### src/hw/rtl/assert_macros.svh
// assertion macros for the ordered list block
// expects clk_i and rst_ni in the scope of each use
`ifndef ASSERT_MACROS_SVH
`define ASSERT_MACROS_SVH

// property checked at every rising clock edge outside reset
`define OLSD_ASSERT(lbl, prop, msg) \
  lbl: assert property (@(posedge clk_i) disable iff (!rst_ni) (prop)) else $error(msg);

// antecedent on one edge, consequent on the next
`define OLSD_ASSERT_NEXT(lbl, ante, cons, msg) \
  lbl: assert property (@(posedge clk_i) disable iff (!rst_ni) (ante) |=> (cons)) \
    else $error(msg);

`endif

### src/hw/rtl/olsd_pkg.sv
// shared types and codes for the ordered list block
// no dependencies
package olsd_pkg;

  localparam int unsigned DepthDefault = 16;
  localparam int unsigned ValueW       = 32;
  localparam int unsigned CmdW         = 3;
  localparam int unsigned StatusW      = 2;
  localparam int unsigned CountW       = 5;

  localparam logic [CmdW-1:0] CMD_PUSH_BACK  = 3'd0;
  localparam logic [CmdW-1:0] CMD_PUSH_FRONT = 3'd1;
  localparam logic [CmdW-1:0] CMD_POP_FRONT  = 3'd2;
  localparam logic [CmdW-1:0] CMD_POP_BACK   = 3'd3;
  localparam logic [CmdW-1:0] CMD_REMOVE     = 3'd4;
  localparam logic [CmdW-1:0] CMD_CONTAINS   = 3'd5;

  localparam logic [StatusW-1:0] ST_OK    = 2'd0;
  localparam logic [StatusW-1:0] ST_EMPTY = 2'd1;
  localparam logic [StatusW-1:0] ST_FULL  = 2'd2;
  localparam logic [StatusW-1:0] ST_MISS  = 2'd3;

  // broadcast from the control to every cell
  typedef struct packed {
    logic              ins_front;
    logic              ins_back;
    logic              drop_front;
    logic              remove;
    logic [ValueW-1:0] value;
  } ctl_t;

endpackage

### src/hw/rtl/olsd_cell.sv
// one list position: holds a value, compares it, shifts with its neighbors
// depends on olsd_pkg
module olsd_cell #(
  parameter int unsigned DEPTH = olsd_pkg::DepthDefault,
  parameter int unsigned INDEX = 0,
  localparam int unsigned LenW = $clog2(DEPTH + 1)
) (
  input  logic                            clk_i,
  input  olsd_pkg::ctl_t                  ctl_i,
  input  logic [LenW-1:0]                 len_i,
  input  logic [olsd_pkg::ValueW-1:0]     left_val_i,
  input  logic [olsd_pkg::ValueW-1:0]     right_val_i,
  input  logic                            hit_prev_i,
  output logic [olsd_pkg::ValueW-1:0]     val_o,
  output logic                            hit_o
);

  logic [olsd_pkg::ValueW-1:0] val_q, val_d;
  logic                        occ;
  logic                        at_back;

  assign occ     = len_i > LenW'(INDEX);
  assign at_back = len_i == LenW'(INDEX);
  assign hit_o   = hit_prev_i | (occ && (val_q == ctl_i.value));
  assign val_o   = val_q;

  always_comb begin
    val_d = val_q;
    if (ctl_i.ins_front) begin
      val_d = left_val_i;
    end else if (ctl_i.ins_back && at_back) begin
      val_d = ctl_i.value;
    end else if (ctl_i.drop_front || (ctl_i.remove && hit_o)) begin
      val_d = right_val_i;
    end
  end

  always_ff @(posedge clk_i) begin
    val_q <= val_d;
  end

endmodule

### src/hw/rtl/ordered_list_with_search_delete_top.sv
// ordered list of values with deque access, search and delete
// depends on olsd_pkg, olsd_cell and assert_macros.svh
//
// usage:
//   slave channel takes one command item: tuser carries cmd, tdata the value
//   master channel returns one result item per command: found, status, count
//   a row of DEPTH cells holds the list, front in cell 0; every cell compares
//   its value against the command value at once and a hit chain runs through
//   the row to mark the first match, so search, delete, pushes and pops finish
//   in the accept cycle by shifting values, writing the back cell or the count
//   the result item is valid in the cycle after the command is accepted
//   throughput: one item per cycle while the receiver takes results
//   the result register sits between the two sides; when the receiver stalls
//   with a result waiting, tready drops until that result is taken
//   the hit chain through all cells sets the longest path
//   reset empties the list (count zero) and clears the result valid;
//   cell contents are left as they are and never read before written
`include "assert_macros.svh"

module ordered_list_with_search_delete_top #(
  parameter int unsigned DEPTH = olsd_pkg::DepthDefault
) (
  input  logic        clk_i,
  input  logic        rst_ni,
  input  logic        s_axis_tvalid_i,
  output logic        s_axis_tready_o,
  input  logic [31:0] s_axis_tdata_i,   // value[31:0]
  input  logic [2:0]  s_axis_tuser_i,   // cmd[2:0]
  output logic        m_axis_tvalid_o,
  input  logic        m_axis_tready_i,
  output logic [7:0]  m_axis_tdata_o    // found[0], status[2:1], count[7:3]
);

  localparam int unsigned LenW = $clog2(DEPTH + 1);

  logic [LenW-1:0]                len_q, len_d;
  logic                           out_valid_q;
  logic [7:0]                     out_data_q;
  logic                           s_fire;
  logic                           full, empty, found;
  logic [olsd_pkg::CmdW-1:0]      cmd;
  logic [olsd_pkg::StatusW-1:0]   status;
  logic                           res_found;
  logic [31:0]                    len_ext;
  olsd_pkg::ctl_t                 ctl;
  logic [olsd_pkg::ValueW-1:0]    vals [DEPTH];
  logic [DEPTH:0]                 hit;

  assign s_axis_tready_o = !out_valid_q || m_axis_tready_i;
  assign s_fire          = s_axis_tvalid_i && s_axis_tready_o;
  assign cmd             = s_axis_tuser_i;
  assign full            = len_q == LenW'(DEPTH);
  assign empty           = len_q == '0;
  assign found           = hit[DEPTH];

  always_comb begin
    ctl.value      = s_axis_tdata_i;
    ctl.ins_front  = s_fire && (cmd == olsd_pkg::CMD_PUSH_FRONT) && !full;
    ctl.ins_back   = s_fire && (cmd == olsd_pkg::CMD_PUSH_BACK) && !full;
    ctl.drop_front = s_fire && (cmd == olsd_pkg::CMD_POP_FRONT) && !empty;
    ctl.remove     = s_fire && (cmd == olsd_pkg::CMD_REMOVE);
  end

  assign hit[0] = 1'b0;

  for (genvar g = 0; g < DEPTH; g++) begin : g_cell
    logic [olsd_pkg::ValueW-1:0] left_val, right_val;
    if (g == 0) begin : g_first
      assign left_val = s_axis_tdata_i;
    end else begin : g_mid
      assign left_val = vals[g-1];
    end
    if (g == DEPTH - 1) begin : g_last
      assign right_val = vals[g];
    end else begin : g_inner
      assign right_val = vals[g+1];
    end
    olsd_cell #(
      .DEPTH(DEPTH),
      .INDEX(g)
    ) u_cell (
      .clk_i      (clk_i),
      .ctl_i      (ctl),
      .len_i      (len_q),
      .left_val_i (left_val),
      .right_val_i(right_val),
      .hit_prev_i (hit[g]),
      .val_o      (vals[g]),
      .hit_o      (hit[g+1])
    );
  end

  always_comb begin
    len_d     = len_q;
    status    = olsd_pkg::ST_OK;
    res_found = 1'b0;
    case (cmd)
      olsd_pkg::CMD_PUSH_BACK, olsd_pkg::CMD_PUSH_FRONT: begin
        if (full) status = olsd_pkg::ST_FULL;
        else      len_d  = len_q + LenW'(1);
      end
      olsd_pkg::CMD_POP_FRONT, olsd_pkg::CMD_POP_BACK: begin
        if (empty) status = olsd_pkg::ST_EMPTY;
        else       len_d  = len_q - LenW'(1);
      end
      olsd_pkg::CMD_REMOVE: begin
        if (found) begin
          len_d     = len_q - LenW'(1);
          res_found = 1'b1;
        end else begin
          status = olsd_pkg::ST_MISS;
        end
      end
      olsd_pkg::CMD_CONTAINS: begin
        if (found) res_found = 1'b1;
        else       status    = olsd_pkg::ST_MISS;
      end
      default: begin
      end
    endcase
  end

  assign len_ext = 32'(len_d);

  always_ff @(posedge clk_i or negedge rst_ni) begin
    if (!rst_ni) begin
      len_q       <= '0;
      out_valid_q <= 1'b0;
    end else begin
      if (s_fire) begin
        len_q       <= len_d;
        out_valid_q <= 1'b1;
      end else if (m_axis_tready_i) begin
        out_valid_q <= 1'b0;
      end
    end
  end

  always_ff @(posedge clk_i) begin
    if (s_fire) begin
      out_data_q <= {len_ext[4:0], status, res_found};
    end
  end

  assign m_axis_tvalid_o = out_valid_q;
  assign m_axis_tdata_o  = out_data_q;

  `OLSD_ASSERT(a_len_bound, len_q <= LenW'(DEPTH), "list length beyond depth")
  `OLSD_ASSERT_NEXT(a_push_grows,
    s_fire && !full && (cmd == olsd_pkg::CMD_PUSH_BACK || cmd == olsd_pkg::CMD_PUSH_FRONT),
    len_q == $past(len_q) + LenW'(1), "push did not grow the list")
  `OLSD_ASSERT_NEXT(a_result_follows, s_fire, m_axis_tvalid_o, "no result after command")
  `OLSD_ASSERT(a_found_ok, !(m_axis_tvalid_o && m_axis_tdata_o[0]) ||
    (m_axis_tdata_o[2:1] == olsd_pkg::ST_OK), "found with bad status")

endmodule
### config.mk
export PLATFORM = sky130hd
export DESIGN_NAME = ordered_list_with_search_delete_top
export DESIGN_NICKNAME = d
export VERILOG_FILES = /design/src/hw/rtl/olsd_pkg.sv /design/src/hw/rtl/olsd_cell.sv /design/src/hw/rtl/ordered_list_with_search_delete_top.sv
export VERILOG_INCLUDE_DIRS = /design/src /design/src/hw/rtl
export SDC_FILE = /design/constraint.sdc
export NUM_CORES = 2
export LEC_CHECK = 0
export BUFFER_PORTS_ARGS = -buffer_cell sky130_fd_sc_hd__buf_2
export CAP_MARGIN = 10
export CORE_ASPECT_RATIO = 0.5
export CORE_MARGIN = 2
export CORE_UTILIZATION = 56
export DETAILED_ROUTE_END_ITERATION = 8
export PLACE_DENSITY = 0.7
export REMOVE_ABC_BUFFERS = 1
export SYNTH_ARGS = -nofsm -noshare
export SYNTH_HDL_FRONTEND = slang
export SYNTH_SLANG_ARGS = --single-unit
### constraint.sdc
create_clock -name clk_i -period 10.5 [get_ports clk_i]
set_input_delay 1.05 -clock clk_i [delete_from_list [all_inputs] [get_ports clk_i]]
set_output_delay 1.05 -clock clk_i [all_outputs]
set_load 0.01 [all_outputs]
# After elaboration in Yosys (flattened, before gate mapping)
# Index checks and enable logic that the tools add are counted.
[word_totals]
inputBits = 39
wordCells = 244
output_inout_bits = 10
regBits = 526
[op_classes]
magnitude_cmp = 16
n_addsub = 2
n_reduce_logical = 96
muxes = 58
bitwise = 15
n_eq_ne = 37
[op_table]
columns = ["op", "n"]
rows = [
  ["$mux 32", 47],
  ["$eq 32x32->1", 16],
  ["$logic_and 1x1->1", 55],
  ["$reduce_bool 3->1", 15],
  ["$eq 5x4->1 const B", 8],
  ["$gt 5x4->1 const B", 8],
  ["$eq 5x3->1 const B", 4],
  ["$gt 5x3->1 const B", 4],
  ["$logic_or 1x1->1", 16],
  ["$mux 5", 3],
  ["$or 1x1->1", 15],
  ["$pmux 5 s3", 1],
  ["$eq 5x2->1 const B", 2],
  ["$gt 5x1->1 const B", 2],
  ["$gt 5x2->1 const B", 2],
  ["$eq 3x2->1 const B", 2],
  ["$eq 3x3->1 const B", 2],
  ["$pmux 2 s3", 1],
  ["$reduce_or 2->1", 3],
  ["$add 5x1->5 const B", 1],
  ["$eq 5x1->1 const B", 1],
  ["$eq 5x5->1 const B", 1],
  ["$logic_not 5->1", 1],
  ["$sub 5x1->5 const B", 1],
  ["other kinds (6)", 13],
]

# Depth between registers and ports, before layout
[depth]
depth_word = 21
depth_mapped = 14
depth_no_buf = 10

# Cells and area by module
# A second synthesis with hierarchy kept.
[hier_totals]
cells_unflattened = 3136
area_unflattened_um2 = 33713.6
[modules_own_cells]
columns = ["module", "area_per_inst_um2", "cells_each", "instances", "seq_area_each_um2"]
rows = [
  ["olsd_cell (g_cell[13].u_cell ...)", 2037.0, 188, 2, 960.9],
  ["olsd_cell (g_cell[15].u_cell)", 2083.2, 194, 1, 960.9],
  ["olsd_cell (g_cell[4].u_cell)", 2068.2, 191, 1, 960.9],
  ["olsd_cell (g_cell[9].u_cell)", 2065.7, 191, 1, 960.9],
  ["olsd_cell (g_cell[11].u_cell)", 2063.2, 189, 1, 960.9],
  ["olsd_cell (g_cell[8].u_cell)", 2063.2, 200, 1, 960.9],
  ["olsd_cell (g_cell[2].u_cell)", 2057.0, 195, 1, 960.9],
  ["olsd_cell (g_cell[1].u_cell)", 2055.7, 188, 1, 960.9],
  ["olsd_cell (g_cell[5].u_cell)", 2054.5, 188, 1, 960.9],
  ["olsd_cell (g_cell[10].u_cell)", 2050.7, 189, 1, 960.9],
  ["olsd_cell (g_cell[12].u_cell)", 2042.0, 191, 1, 960.9],
  ["olsd_cell (g_cell[3].u_cell)", 2039.5, 188, 1, 960.9],
  ["olsd_cell (g_cell[0].u_cell)", 2033.2, 190, 1, 960.9],
  ["olsd_cell (g_cell[6].u_cell)", 2016.9, 190, 1, 960.9],
  ["2 more rows", "n/a", "n/a", "n/a", "n/a"],
]

# Worst setup path before layout
# No wires, ideal clock.
[synth_path]
kind = "input-to-reg"
start = "input s_axis_tdata_i[2]"
end = "register g_cell[0].u_cell.val_q (netlist bit g_cell[0].u_cell.val_o[0]) (enable)"
arrival_time_ns = 4.432
t_required_ns = 10.034
setup_time_ns = 0.466
path_slack_ns = 5.602
n_path_buf = 1
stages = 7
path_cell_list = "buf_2 -> xor2_1 -> nor4_1 -> nand3_1 -> nor4_1 -> a21oi_1 -> o21ai_0"
[synth_between]
elab_chain_cells = 5
[synth_rtl]
columns = ["element", "line", "text"]
rows = [
  ["start, declared", "ordered_list_with_search_delete_top.sv:27", "input logic [31:0] s_axis_tdata_i,"],
  ["$eq 32x32->1", "olsd_cell.sv:24", "assign hit_o = hit_prev_i | (occ && (val_q == ctl_i.value));"],
  ["$logic_and 1x1->1", "olsd_cell.sv:24", ""],
  ["$logic_and 1x1->1", "olsd_cell.sv:33", "end else if (ctl_i.drop_front || (ctl_i.remove && hit_o)) begin"],
  ["$logic_or 1x1->1", "olsd_cell.sv:33", ""],
  ["$reduce_bool 3->1 (no source line)", "n/a", ""],
  ["end signal, assigned", "olsd_cell.sv:39", "val_q <= val_d;"],
  ["end, declared", "olsd_cell.sv:18", "logic [olsd_pkg::ValueW-1:0] val_q, val_d;"],
]
# No other way between the ends.
# A chain may end at the register's enable or synchronous reset.

# Final worst setup path
[layout_path]
start = "register len_q[1]"
end = "register g_cell[10].u_cell.val_q (netlist bit g_cell[10].u_cell.val_o[16]) (enable)"
[layout_between]
elab_chain_cells = 15
elab_cells_between_ends = 44
classes_between = "order compare: 11; eq/ne: 2; bitwise: 10; reduce/logical: 21"
[layout_rtl]
columns = ["element", "line", "text"]
rows = [
  ["start, declared", "ordered_list_with_search_delete_top.sv:36", "logic [LenW-1:0] len_q, len_d;"],
  ["start signal, assigned", "ordered_list_with_search_delete_top.sv:131", "len_q <= len_d;"],
  ["$gt 5x1->1", "olsd_cell.sv:22", "assign occ = len_i > LenW'(INDEX);"],
  ["$logic_and 1x1->1", "olsd_cell.sv:24", ""],
  ["$or 1x1->1 (10 in series)", "olsd_cell.sv:24", ""],
  ["$logic_and 1x1->1", "olsd_cell.sv:33", ""],
  ["$logic_or 1x1->1", "olsd_cell.sv:33", ""],
  ["$reduce_bool 3->1 (no source line) (*)", "n/a", ""],
  ["end signal, assigned", "olsd_cell.sv:39", ""],
  ["end, declared", "olsd_cell.sv:18", ""],
]
# Mark *: on every way between the ends. The rest lies on a longest branch, timed or not.

==> results by group <==
Timing
  • Crit share post-route: 0.460
  • F_max: 0.207 GHz
  • Max_slew headroom: 0.188
  • Hold Fails Final Rpt: 0
  • Final worst path period need: ~4.8 ns
  • Setup violators final: 0
  • Final Skew: approximately 0.026 ns
  • Worst slew pin tran: between 1 and 1.5 ns
  • RSZ-0062 raised after global routing: no
  • Max-slew violation count: 0

Clocking
  • CTS tree: done
  • Clock buffer depth: 3
  • H-tree levels: 2
  • Clock edge transition at the registers on the reported setup and hold paths: ~0.06 ns
  • CTS Root Buffer Type: clkbuf_16
  • # Post-CTS Setup Buffers: 0
  • Sink Count: 526
  • CTS resizes: 0
  • Worst-Skew Late Latency: ~0.60 ns
  • Cts hold-fix bufs: 0
  • CTS buffer count: 50

Layout
  • Commonest non-fill, non-tap cell in the layout: edfxtp_1
  • Layout cells sized above 1: 0.0855
  • Most frequent cells in the layout: edfxtp_1, nand2_1, o21ai_0, mux2i_1, xnor2_1
  • Final non-filler cell total: ~3.8k
  • Layout area overhead: 6.13%
  • Multi-input gate area: ~16000 um^2
  • # diodes: 0
  • Fill cell count: approximately 4.7k
  • Register Area: approximately 16000 um^2
  • Final nets: about 3.0k
  • Util after Layout: 0.606

Logic synthesis
  • Commonest register cell after synthesis: edfxtp_1
  • Synth async-reset ratio: 0.0114
  • Syn Area/Cell: between 10 and 15 um^2
  • Synth warn: 0
  • FF+latch count, synth: around 530
  • Synthesized cell area: between 30000 and 40000 um^2
  • Seq/Total Area, Yosys: 0.478
  • Post-synth EDFFs: 520
  • Synth cell types: 56
  • Synth Instances: around 3.1k

Drt
  • TritonRoute pass-1 iters: 5
  • Routed WL: around 94000 um
  • Routed vias: between 20k and 25k
  • ANT nets after route: 0
  • DRC: 0
  • WL/cell: 24.9 um
  • Initial detailed-routing violation count: ~3.3k
  • Vias per cell: a little over 6

Pwr
  • Pwr Total: between 5 and 6 mW
  • Sw Ratio: 0.282
  • VDD IR-drop max: between 0.1 and 0.15 mV
  • Clk pwr share: 0.356
  • Logic gate share of total power: 0.154
  • Pwr Density: approximately 150 nW/um^2
  • Switching pwr: 1.47 mW
  • Part of the power in registers: 0.490
  • Cell internal pwr: 3.75 mW
  • Pleak: around 13 nW

Global route
  • Met3 usage: 0.0473
  • Largest net degree at the start of global routing: between 300 and 400
  • Antenna violations before repair: 3
  • Grt ovf: 0
  • Total track usage: 0.305
  • Met2 Resource Use GR: 0.446
  • Most used routing layer: met1
  • Global-route wire length before repair: ~140000 um
  • Vias in the first global route: ~22k
  • Met1 Resource Use GR: 0.464

Floorplan
  • Standard-cell rows: 62
  • Starting density of the core: 0.571
  • Core area: around 58000 um^2
  • I/O Pins: between 40 and 50
  • Die area: ~61000 um^2
  • Die Y: approximately 180 um
  • Die width: roughly 350 um

Setup path
  • Worst Path Arrival: 5.09 ns
  • WP data required: 10.76 ns
  • CP Launch Type: register
  • Crit path kind: reg -> reg
  • Crit. End Element: register
  • Crit path max fanout: 34

Min path
  • Worst hold-check path type: in -> async

Placement
  • Placed Cells: between 3k and 4k
  • DP Wirelength: roughly 68000 um
  • Placer Congestion: ~0.94
  • Port Buffers: 48

Run
  • Max-cap viol count: 0

Status
  • Status: complete, no violations
-- power by group through the flow --
stage	Clock [mW]	Combinational (mW)	Sequential, mW
floorplan	0	0.487	2.57
global placement	0	0.769	2.59
detailed placement	0	0.783	2.60
CTS	1.87	0.787	2.55
global route	1.95	0.857	2.57
finish	1.86	0.804	2.56
-- path summary, 6_finish.rpt --
kind                                  from                     endpoint  slack (ns)  depth (start not counted)
max                               len_q[1]  g_cell[10].u_cell.val_o[16]        5.67                         10
min                                 rst_ni              m_axis_tvalid_o        0.30                          1
max reg2reg                       len_q[1]  g_cell[10].u_cell.val_o[16]        5.67                         10
min reg2reg                m_axis_tvalid_o              m_axis_tvalid_o        0.54                          2
max in group asynchronous           rst_ni                     len_q[2]       10.04                          1
min in group clk_i         m_axis_tvalid_o              m_axis_tvalid_o        0.54                          2
-- synthesized netlist by cell type (2+ instances only) --
library cell	instances	share of area
edfxtp_1	520	0.47
nor2b_1	2	0.00038
o211ai_1	4	0.00091
xnor2_1	295	0.078
buf_1	3	0.00034
a21o_1	3	0.00068
a2111oi_0	4	0.0011
o22ai_1	5	0.00095
dfrtp_1	6	0.0045
o31ai_1	3	0.00068
nand2_1	485	0.055
or2_2	3	0.00057
clkbuf_1	152	0.017
a211oi_1	5	0.0011
buf_4	10	0.0023
a21oi_1	27	0.0041
mux2i_1	439	0.13
or4_4	2	0.00068
xor2_1	219	0.058
o21ai_1	21	0.0032
nor2_1	37	0.0042
nor3_4	2	0.00099
nor4_1	65	0.012
buf_6	5	0.0017
or3_1	5	0.00095
o21a_1	4	0.00091
nand2b_1	6	0.0011
nand4_1	86	0.016
a211o_1	2	0.00053
inv_1	9	0.0010
and2_1	4	0.00076
o221ai_1	3	0.00080
nand3_1	26	0.0039
ha_1	6	0.0023
nor3_1	10	0.0015
o32a_1	2	0.00061
mux2_2	62	0.021
o21ai_0	444	0.067
buf_2	123	0.019
and3_1	7	0.0013
-- layer usage --
metal	routed length, um	vias up
met5	12	-
met4	3160	2
met3	9060	163
met2	40200	1227
met1	42000	11300
li1	-	10900
-- final cells by class --
cell class                 count  area share
sequential                   526       0.450
multi-input combinational   2303       0.456
tap                          768      0.0274
inverter                       9    0.000965
clock buffer                  68      0.0395
timing repair buffer         102      0.0195
clock inverter                20     0.00611
-- kinds of logic after synthesis --
group,synth area share
and+or+nand+nor,0.102
adders and majority gates,0.00227
DFF,0.478
muxes,0.155
AOI/OAI and AO/OA,0.0850
xor gates and xnor gates,0.136
buffers and inverters,0.0419
-- worst max-delay path, stage by stage (launching register included) --
cell and delay, ns:
dfrtp_1 0.67, inv_1 0.30, ha_1 0.31, and3_1 0.21, or3_1 0.43, nor3_4 0.15, buf_4 0.27, and2_0 0.40
nand2_2 0.65, o211ai_1 0.64, buf_4 0.43
-- through the flow --
stage	setup TNS, ns	setup slack, ns	hold slack, ns	area, um^2
floorplan	-4433.22	-16.89	0.543	31700
global placement	0	5.68	0.508	33400
detailed placement	0	5.57	0.533	33400
CTS	0	5.81	0.274	35000
global route	0	5.39	0.278	35000
finish	0	5.67	0.296	35000
-- sequential cells by signal, summed over array words and instances (netlist names) --
name,cells
g_cell.u_cell.val_o,512
m_axis_tvalid_o,1
len_q,5
m_axis_tdata_o,8
Note: power is estimated with default switching activity, not from simulation.
